--- src/rtl/core/pcmu_pkg.sv ---
package pcmu_pkg;

  typedef logic [2:0] reg_idx_t;

  localparam reg_idx_t REG_SAMPLE_BYTES   = 3'd0;
  localparam reg_idx_t REG_CHANNEL_COUNT  = 3'd1;
  localparam reg_idx_t REG_BIG_ENDIAN     = 3'd2;
  localparam reg_idx_t REG_LENGTH_LIMITED = 3'd3;
  localparam reg_idx_t REG_AUDIO_LENGTH   = 3'd4;

  localparam logic [2:0] SAMPLE_BYTES_RESET  = 3'd2;
  localparam logic [1:0] CHANNEL_COUNT_RESET = 2'd2;
  localparam logic [1:0] CHANNEL_COUNT_MONO  = 2'd1;

  localparam int unsigned ADDR_W = 5;

endpackage

--- src/rtl/core/pcm_byte_to_sample_unpacker.sv ---
// pcm byte to sample unpacker
//
// in channel (in_valid/in_ready, stream_byte): one raw pcm stream byte per transfer.
// out channel (out_valid/out_ready, sample_word, channel, last): one sample word,
// left-justified in 32 bits, with its channel tag; last marks the final result
// caused by one input byte.
// the apb port sets sample size, channel count, byte order and the length limit;
// writing audio_length also reloads the remaining byte budget.
//
// a byte that completes a sample is registered into the output stage and shows
// on the out channel in the cycle after its transfer. the input takes one byte
// per cycle; a byte that does not complete a sample, or is dropped by the
// length limit, is taken even while the output stalls. a completing byte waits
// only while the output register is full and not draining. in mono mode the
// output register holds the sample for two transfers (left, then right), so a
// completing byte right behind it waits until the left transfer has gone.
// reset (rst, synchronous) restores the register defaults and clears the
// partial sample, byte position, channel tag, budget and the output valid flags.
module pcm_byte_to_sample_unpacker (
  input  logic        clk,
  input  logic        rst,
  input  logic        psel,
  input  logic        penable,
  input  logic        pwrite,
  input  logic [pcmu_pkg::ADDR_W-1:0] paddr,
  input  logic [31:0] pwdata,
  output logic [31:0] prdata,
  output logic        pready,
  input  logic        in_valid,
  output logic        in_ready,
  input  logic [7:0]  stream_byte,
  output logic        out_valid,
  input  logic        out_ready,
  output logic [31:0] sample_word,
  output logic        channel,
  output logic        last
);

  logic [2:0]  sample_bytes;
  logic [1:0]  channel_count;
  logic        big_endian;
  logic        length_limited;
  logic [31:0] audio_length;

  logic [23:0] partial;
  logic [23:0] partial_next;
  logic [31:0] partial_wide;
  logic [1:0]  byte_position;
  logic        channel_index;
  logic [31:0] remaining_bytes;
  logic        out_dup;

  logic                 cfg_write;
  pcmu_pkg::reg_idx_t   cfg_idx;
  logic [2:0]  n;
  logic [2:0]  n_m1;
  logic        mono;
  logic [1:0]  pos;
  logic [3:0]  bpf;
  logic [3:0]  used;
  logic [3:0]  needed;
  logic        dropped;
  logic        is_final;
  logic        produces;
  logic        slot_free;
  logic        in_fire;
  logic        out_fire;
  logic        take;
  logic [31:0] word;
  logic [7:0]  lane_byte;
  logic [1:0]  lane;

  assign pready    = 1'b1;
  assign cfg_write = psel && penable && pwrite;
  assign cfg_idx   = paddr[pcmu_pkg::ADDR_W-1:2];

  always_comb begin
    unique case (cfg_idx)
      pcmu_pkg::REG_SAMPLE_BYTES:   prdata = {29'd0, sample_bytes};
      pcmu_pkg::REG_CHANNEL_COUNT:  prdata = {30'd0, channel_count};
      pcmu_pkg::REG_BIG_ENDIAN:     prdata = {31'd0, big_endian};
      pcmu_pkg::REG_LENGTH_LIMITED: prdata = {31'd0, length_limited};
      pcmu_pkg::REG_AUDIO_LENGTH:   prdata = audio_length;
      default:                      prdata = '0;
    endcase
  end

  always_ff @(posedge clk) begin
    if (rst) begin
      sample_bytes   <= pcmu_pkg::SAMPLE_BYTES_RESET;
      channel_count  <= pcmu_pkg::CHANNEL_COUNT_RESET;
      big_endian     <= 1'b0;
      length_limited <= 1'b0;
      audio_length   <= '0;
    end else if (cfg_write) begin
      unique case (cfg_idx)
        pcmu_pkg::REG_SAMPLE_BYTES:   sample_bytes   <= pwdata[2:0];
        pcmu_pkg::REG_CHANNEL_COUNT:  channel_count  <= pwdata[1:0];
        pcmu_pkg::REG_BIG_ENDIAN:     big_endian     <= pwdata[0];
        pcmu_pkg::REG_LENGTH_LIMITED: length_limited <= pwdata[0];
        pcmu_pkg::REG_AUDIO_LENGTH:   audio_length   <= pwdata;
        default: ;
      endcase
    end
  end

  // effective sample size, frame bookkeeping and length check
  always_comb begin
    if (sample_bytes == 3'd0) begin
      n = 3'd1;
    end else if (sample_bytes > 3'd4) begin
      n = 3'd4;
    end else begin
      n = sample_bytes;
    end
    n_m1     = n - 3'd1;
    mono     = (channel_count == pcmu_pkg::CHANNEL_COUNT_MONO);
    pos      = ({1'b0, byte_position} > n_m1) ? n_m1[1:0] : byte_position;
    bpf      = mono ? {1'b0, n} : {n, 1'b0};
    used     = ((mono || !channel_index) ? 4'd0 : {1'b0, n}) + {2'd0, pos};
    needed   = bpf - used;
    dropped  = length_limited && (remaining_bytes < {28'd0, needed});
    is_final = (pos == n_m1[1:0]);
    produces = !dropped && is_final;
  end

  assign out_fire  = out_valid && out_ready;
  assign slot_free = !out_valid || (out_ready && !out_dup);
  assign in_ready  = !produces || slot_free;
  assign in_fire   = in_valid && in_ready;
  assign take      = in_fire && !dropped;

  assign partial_wide = {8'd0, partial};

  // assemble the sample, left-justified
  always_comb begin
    word      = '0;
    lane_byte = '0;
    lane      = '0;
    for (int k = 0; k < 4; k++) begin
      if (k < int'(n)) begin
        lane_byte = (k == int'(n_m1)) ? stream_byte : partial_wide[8*k +: 8];
        lane      = big_endian ? 2'(3 - k) : 2'(k + 4 - int'(n));
        word[{lane, 3'b000} +: 8] = lane_byte;
      end
    end
  end

  always_comb begin
    partial_next = partial;
    case (pos)
      2'd0:    partial_next[7:0]   = partial[7:0]   | stream_byte;
      2'd1:    partial_next[15:8]  = partial[15:8]  | stream_byte;
      2'd2:    partial_next[23:16] = partial[23:16] | stream_byte;
      default: partial_next = partial;
    endcase
  end

  always_ff @(posedge clk) begin
    if (rst) begin
      partial       <= '0;
      byte_position <= '0;
      channel_index <= 1'b0;
    end else if (take) begin
      if (is_final) begin
        partial       <= '0;
        byte_position <= '0;
        channel_index <= mono ? 1'b0 : !channel_index;
      end else begin
        partial       <= partial_next;
        byte_position <= pos + 2'd1;
      end
    end
  end

  always_ff @(posedge clk) begin
    if (rst) begin
      remaining_bytes <= '0;
    end else if (cfg_write && cfg_idx == pcmu_pkg::REG_AUDIO_LENGTH) begin
      remaining_bytes <= pwdata;
    end else if (take && length_limited) begin
      remaining_bytes <= remaining_bytes - 32'd1;
    end
  end

  // output stage; in mono the held word goes out twice
  always_ff @(posedge clk) begin
    if (rst) begin
      out_valid <= 1'b0;
      out_dup   <= 1'b0;
    end else if (take && is_final) begin
      out_valid <= 1'b1;
      out_dup   <= mono;
    end else if (out_fire) begin
      out_valid <= out_dup;
      out_dup   <= 1'b0;
    end
  end

  always_ff @(posedge clk) begin
    if (take && is_final) begin
      sample_word <= word;
      channel     <= mono ? 1'b0 : channel_index;
      last        <= !mono;
    end else if (out_fire && out_dup) begin
      channel <= 1'b1;
      last    <= 1'b1;
    end
  end

  a_dup_left_first: assert property (@(posedge clk) disable iff (rst)
    out_dup |-> out_valid && !channel && !last)
    else $error("mono duplicate pending without left result");

  a_dup_second: assert property (@(posedge clk) disable iff (rst)
    out_valid && out_ready && out_dup |=> out_valid && channel && last)
    else $error("mono right result missing");

  a_load_shows: assert property (@(posedge clk) disable iff (rst)
    in_valid && in_ready && produces |=> out_valid)
    else $error("completed sample not presented");

  a_no_overwrite: assert property (@(posedge clk) disable iff (rst)
    in_valid && in_ready && produces |-> !out_valid || (out_ready && !out_dup))
    else $error("output stage overwritten");

endmodule
--- config.mk ---
export PLATFORM = sky130hd
export DESIGN_NAME = pcm_byte_to_sample_unpacker
export DESIGN_NICKNAME = d
export VERILOG_FILES = /design/src/rtl/core/pcmu_pkg.sv /design/src/rtl/core/pcm_byte_to_sample_unpacker.sv
export SDC_FILE = /design/constraint.sdc
export NUM_CORES = 1
export LEC_CHECK = 0
export ABC_AREA = 1
export BUFFER_PORTS_ARGS = -buffer_cell sky130_fd_sc_hd__buf_2
export CORE_MARGIN = 5
export CORE_UTILIZATION = 30
export DETAILED_ROUTE_END_ITERATION = 8
export PLACE_DENSITY = 0.56
export SLEW_MARGIN = 20
export SYNTH_ARGS = -nofsm -noshare
export SYNTH_HDL_FRONTEND = slang
export SYNTH_SLANG_ARGS = --single-unit
--- constraint.sdc ---
create_clock -name clk -period 9 [get_ports clk]
set_clock_uncertainty 0.2 [all_clocks]
set_input_delay 1.35 -clock clk [delete_from_list [all_inputs] [get_ports clk]]
set_output_delay 1.35 -clock clk [all_outputs]
set_load 0.02 [all_outputs]
== Word-level counts from Yosys, hierarchy flattened ==
Index checks and enable logic that the tools add are counted.

* Register bits after elaboration: 134
* Input bits: 52
* Output and inout bits: 69
* Word-level logic and storage cells: 136

* Add/subtract/negate cells: 13
* Order comparisons: 7
* Equal/unequal tests: 11
* Shifts and indexed selects: 8
* Multiplexer cells: 37
* Bitwise operators: 4
* Reduce and logical (&&, ||, !) cells: 40

{| class="wikitable"
|+ Operators with widths
! kind !! count
|-
| $mux 32 || 6
|-
| $pmux 32 s5 || 1
|-
| $shift 8x7->32 const A || 4
|-
| $shiftx 8x7->32 || 4
|-
| $bwmux 32 || 3
|-
| $mux 8 || 7
|-
| $and 32x32->32 || 1
|-
| $lt 32x4->1 || 1
|-
| $sub 32x1->32 const B || 1
|-
| $neg 5->7 || 4
|-
| $mux 24 || 1
|-
| $or 8x8->8 || 3
|-
| $reduce_and 2->1 || 9
|-
| $logic_and 1x1->1 || 12
|-
| $mux 2 || 6
|-
| $reduce_bool 2->1 || 6
|-
| $logic_not 3->1 || 3
|-
| $mux 1 || 9
|-
| $mux 3 || 3
|-
| $eq 3x2->1 const B || 2
|-
| $eq 3x3->1 const A || 2
|-
| $logic_not 1->1 || 6
|-
| $lt 1x3->1 const A || 2
|-
| $lt 2x3->1 const A || 2
|-
| 17 further kinds || 22
|}

== Longest topological paths before layout ==
* Depth after elaboration: 19
* Mapped depth: 38
* Mapped depth without buffers: 37

== Least setup slack after synthesis ==
OpenSTA, ideal clock, no wires.

* Path type: reg2out
* Start point: reg sample_bytes[2]
* End point: out in_ready
* Arrival: 3.600 ns
* Data required time: 7.450 ns
* Path slack: 3.850 ns
* Cell stages (with the launch flop): 29
* Path buffers: 1
* Cells stage by stage: dfxtp_1 -> buf_4 -> nor2_1 -> inv_1 -> ha_1 -> inv_1 -> nand2_1 -> nand3_1 -> nand2_1 -> inv_2 -> nand2_2 -> o21ai_0 -> inv_1 -> ha_1 -> inv_1 -> ha_1 -> nand2_1 -> o21ai_0 -> xor2_1 -> ha_1 -> nor2_1 -> nand3_1 -> nor2_1 -> nand2_1 -> nor2_1 -> nand2_1 -> inv_2 -> nor2_1 -> nand2_4

* Longest elaborated chain between the ends: 14
* Elaborated cells between the ends (all ways): 18
* Those cells by class: 3 x add/sub; 3 x order compare; 1 x eq/ne; 5 x mux; 6 x reduce/logical

{| class="wikitable"
|+ RTL lines
! element !! line !! RTL
|-
| start, declared || pcm_byte_to_sample_unpacker.sv:39 || <nowiki>logic [2:0] sample_bytes;</nowiki>
|-
| start signal, assigned || pcm_byte_to_sample_unpacker.sv:90 || <nowiki>sample_bytes <= pcmu_pkg::SAMPLE_BYTES_RESET;</nowiki>
|-
| start signal, assigned || pcm_byte_to_sample_unpacker.sv:97 || <nowiki>pcmu_pkg::REG_SAMPLE_BYTES: sample_bytes <= pwdata[2:0];</nowiki>
|-
| $gt 3x3->1 || pcm_byte_to_sample_unpacker.sv:111 || <nowiki>end else if (sample_bytes > 3'd4) begin</nowiki>
|-
| $mux 3 || pcm_byte_to_sample_unpacker.sv:111 ||
|-
| $mux 3 (*) || pcm_byte_to_sample_unpacker.sv:109 || <nowiki>if (sample_bytes == 3'd0) begin</nowiki>
|-
| $sub 3x1->3 || pcm_byte_to_sample_unpacker.sv:116 || <nowiki>n_m1 = n - 3'd1;</nowiki>
|-
| $gt 2x3->1 || pcm_byte_to_sample_unpacker.sv:118 || <nowiki>pos = ({1'b0, byte_position} > n_m1) ? n_m1[1:0] : byte_position;</nowiki>
|-
| $mux 2 || pcm_byte_to_sample_unpacker.sv:118 ||
|-
| $add 3x2->4 || pcm_byte_to_sample_unpacker.sv:120 || <nowiki>used = ((mono || !channel_index) ? 4'd0 : {1'b0, n}) + {2'd0, pos};</nowiki>
|-
| $sub 4x4->4 || pcm_byte_to_sample_unpacker.sv:121 || <nowiki>needed = bpf - used;</nowiki>
|-
| $lt 32x4->1 || pcm_byte_to_sample_unpacker.sv:122 || <nowiki>dropped = length_limited && (remaining_bytes < {28'd0, needed});</nowiki>
|-
| $logic_and 1x1->1 || pcm_byte_to_sample_unpacker.sv:122 ||
|-
| $logic_not 1->1 || pcm_byte_to_sample_unpacker.sv:124 || <nowiki>produces = !dropped && is_final;</nowiki>
|-
| $logic_and 1x1->1 (*) || pcm_byte_to_sample_unpacker.sv:124 ||
|-
| $logic_not 1->1 (*) || pcm_byte_to_sample_unpacker.sv:129 || <nowiki>assign in_ready = !produces || slot_free;</nowiki>
|-
| $logic_or 1x1->1 (*) || pcm_byte_to_sample_unpacker.sv:129 ||
|-
| end, declared || pcm_byte_to_sample_unpacker.sv:30 || <nowiki>output logic in_ready,</nowiki>
|}

Mark *: on every way between the ends. The rest lies on a longest branch, timed or not.

== Worst setup path in the final report ==
Same ends and word-level chain as after synthesis.

==> flow_metrics.env <==
export IMPL_worstRegToRegCells=35
export IMPL_maxSlewViolCount=0
export IMPL_r2r_end="remaining_bytes[30]"
export IMPL_fin_crit_sh=0.707
export IMPL_hp_class="reg2reg"
export IMPL_cp_end_kind="primary output"
export IMPL_hold_buffers=0
export IMPL_rrSetupSlack_ps=3450
export IMPL_startpoint_type="flip-flop"
export IMPL_multiInputGateArea_sq_um=4690
export IMPL_synth_ff_type="dfxtp_1"
export IMPL_status="finished clean"
export IMPL_synth_edff_count=34
export IMPL_via_count=8581
export IMPL_crit_arrival_ps=4810
export IMPL_synthArstFlopShare=0
export IMPL_avgSynthCellArea_sq_um=6.46
export IMPL_rsz0062_at_grt="no"
export IMPL_antenna_found_initial=1
export IMPL_setup_viol=0
export IMPL_dieArea_sq_um=32200
export IMPL_leakage_nw=4.42
export IMPL_pwr_density_cell_nw_per_um2=195
export IMPL_critPathCapture="in_ready"
export IMPL_combPwrFrac=0.276
export IMPL_tritoncts="built"
export IMPL_htree_levels=4
export IMPL_path_class="reg2out"
export IMPL_drtAntennaViolNets=0
export IMPL_drt_iter0_markers=454
export IMPL_core_area_sq_um=28500
export IMPL_ff_latch_area_sq_um=3020
export IMPL_route_detailed_drc=0
export IMPL_tns_ps=0
export IMPL_cap_violations=0
export IMPL_clock_fmax_ghz=0.157
export IMPL_finalCriticalPeriod_ps=6360
export IMPL_power_total_mw=1.96
export IMPL_nFillCells=3175
export IMPL_crit_top_cell="nand2_1"
export IMPL_gp_congestion=0.890
export IMPL_cts_resized=0
export IMPL_syn_nets=1413
export IMPL_tightest_slew_ps=1040
export IMPL_area_growth_pct=16.9
export IMPL_grt_ovfl_total=0
export IMPL_cts_setup_buffers=0
export IMPL_internal_power_mw=1.28
export IMPL_ys_types=41
export IMPL_wirelength_mm=25.4
export IMPL_io_buffers=117
export IMPL_hpwl_mm=18.8
export IMPL_reg2reg_from="sample_bytes[2]"
export IMPL_yosysSeqAreaShare=0.351
export IMPL_max_vdd_ir_drop_mv=0.0841
export IMPL_fin_hold_ws_ps=250
export IMPL_wl_per_cell_microns=13.9
export IMPL_die_width_microns=179
export IMPL_p_switching_mw=0.683
export IMPL_grt_max_degree=78
export IMPL_vias_per_cell=4.70
export IMPL_rows=62
export IMPL_synth_area_sq_um=8610
export IMPL_crit_required_ps=7450
export IMPL_ys_ff_latch=134
export IMPL_power_frac_seq=0.370
export IMPL_cp_max_fo=11
export IMPL_clockRootBuffer="clkbuf_16"
export IMPL_clock_sinks=134
export IMPL_timing_hold_violations_final=0
export IMPL_grt_pass1_wl_mm=41.2
export IMPL_clkSlewWorstSetupHoldPaths_ps=60
export IMPL_clk_latency_ps=430
export IMPL_clockPowerShare=0.354
export IMPL_cts_buffer_depth=2
export IMPL_crit_start="sample_bytes[2]"
export IMPL_die_y_microns=179
export IMPL_critical_path_slowest_cell="dfxtp_1"
export IMPL_grt_pass1_vias=8300
export IMPL_layout_drive_gt1_share=0.131
export IMPL_grtUsageTotal=0.159
export IMPL_drt_pass1_iter_count=5
export IMPL_io_pins=121
export IMPL_start_util=0.302
export IMPL_numCtsBuffers=17
export IMPL_syn_inst=1332
export IMPL_fin_nets=1507
export IMPL_max_slew_margin=0.306
export IMPL_p_sw_frac=0.348
export IMPL_yosysWarningCount=0
export IMPL_cpPeakStageDelay_ps=580
[placed cells by master (no fill, tap or decap), drive strengths merged, types with 5 or more instances in the layout]
cell and instances:
nor2 220, a21boi 7, nand3 66, a31oi 5
xnor2 6, clkinv 8, nand2 380, nand4 6
o211ai 17, o21ai 106, clkbuf 20, dfxtp 100
buf 121, nor3 7, o31ai 8, edfxtp 34
ha 28, a21oi 86, inv 181, xor2 16
[cell type report]
type / count / area share
Antenna cell: 1 / 0.000249
Clock buffer: 20 / 0.0455
Clock inverter: 12 / 0.0117
Inverter: 179 / 0.0673
Multi-Input combinational cell: 973 / 0.466
Sequential cell: 134 / 0.300
Tap cell: 384 / 0.0478
Timing Repair Buffer: 121 / 0.0612
[state kept, by name, indices dropped and copies added, names as in the netlist]
signal           flops
length_limited       1
sample_bytes         3
channel_count        2
sample_word         32
last                 1
audio_length        32
partial             24
remaining_bytes     32
byte_position        2
out_dup              1
out_valid            1
big_endian           1
channel              1
channel_index        1
[power groups by stage]
stage / logic (mW) / clock network [mW] / registers, mW
floorplan: 0.356 / 0 / 0.782
detailed placement: 0.544 / 0 / 0.740
CTS: 0.548 / 0.708 / 0.727
finish: 0.541 / 0.695 / 0.726
global route: 0.625 / 0.734 / 0.734
global placement: 0.537 / 0 / 0.738
[how the worst min path moves through the flow]
stage | from | to | slack, ps | depth (start not counted)
after global placement | partial[8] | partial[8] | 240 | 2
final | partial[14] | partial[14] | 250 | 2
after floorplan | partial[3] | partial[3] | 230 | 2
after detailed placement | partial[8] | partial[8] | 240 | 2
after CTS | partial[8] | partial[8] | 250 | 2
after global routing | partial[7] | partial[7] | 270 | 2
[per-layer routing]
metal,vias up,track usage,wire length (microns)
li1,4418,-,-
met1,3902,0.196,11300
met2,227,0.281,12300
met3,32,0.0332,1390
met4,2,0.0473,410
met5,-,0,13
[logic make-up after synthesis]
group                      share of synthesized area
buffers and inverters                          0.105
other                                       0.000436
xor gates and xnor gates                      0.0224
AOI/OAI and AO/OA                              0.153
and+or+nand+nor                                0.325
adders and majority gates                     0.0430
DFF                                            0.351
[cells in the mapped netlist (all sizes together) (16+ instances only)]
| library cell | number | share of area |
|---|---|---|
| a21oi | 86 | 0.050 |
| buf | 19 | 0.014 |
| clkbuf | 27 | 0.012 |
| dfxtp | 100 | 0.23 |
| edfxtp | 34 | 0.12 |
| ha | 28 | 0.041 |
| inv | 176 | 0.077 |
| nand2 | 380 | 0.17 |
| nand3 | 66 | 0.041 |
| nor2 | 220 | 0.10 |
| o211ai | 17 | 0.015 |
| o21ai | 106 | 0.063 |
| xor2 | 16 | 0.016 |
[through the flow]
step                      setup slack, ps   util  instance area, sq um  instances
after global routing                 2070  0.352                 10100       1823
after detailed placement             3090  0.332                  9480       1791
after CTS                            2620  0.352                 10100       1823
final                                2640  0.352                 10100       1824
after global placement               3150  0.332                  9480       1791
after floorplan                      3850      -                  8610       1332
[worst max-delay path: cells and delay by family (launching register included)]
family,cells,cell delay [ps]
simple gates,15,1180
fa+ha+maj,4,990
compound gates,5,860
buf+inv,7,670
flops,1,580
xor+xnor,1,130
Power figures use the tool's default switching activity.
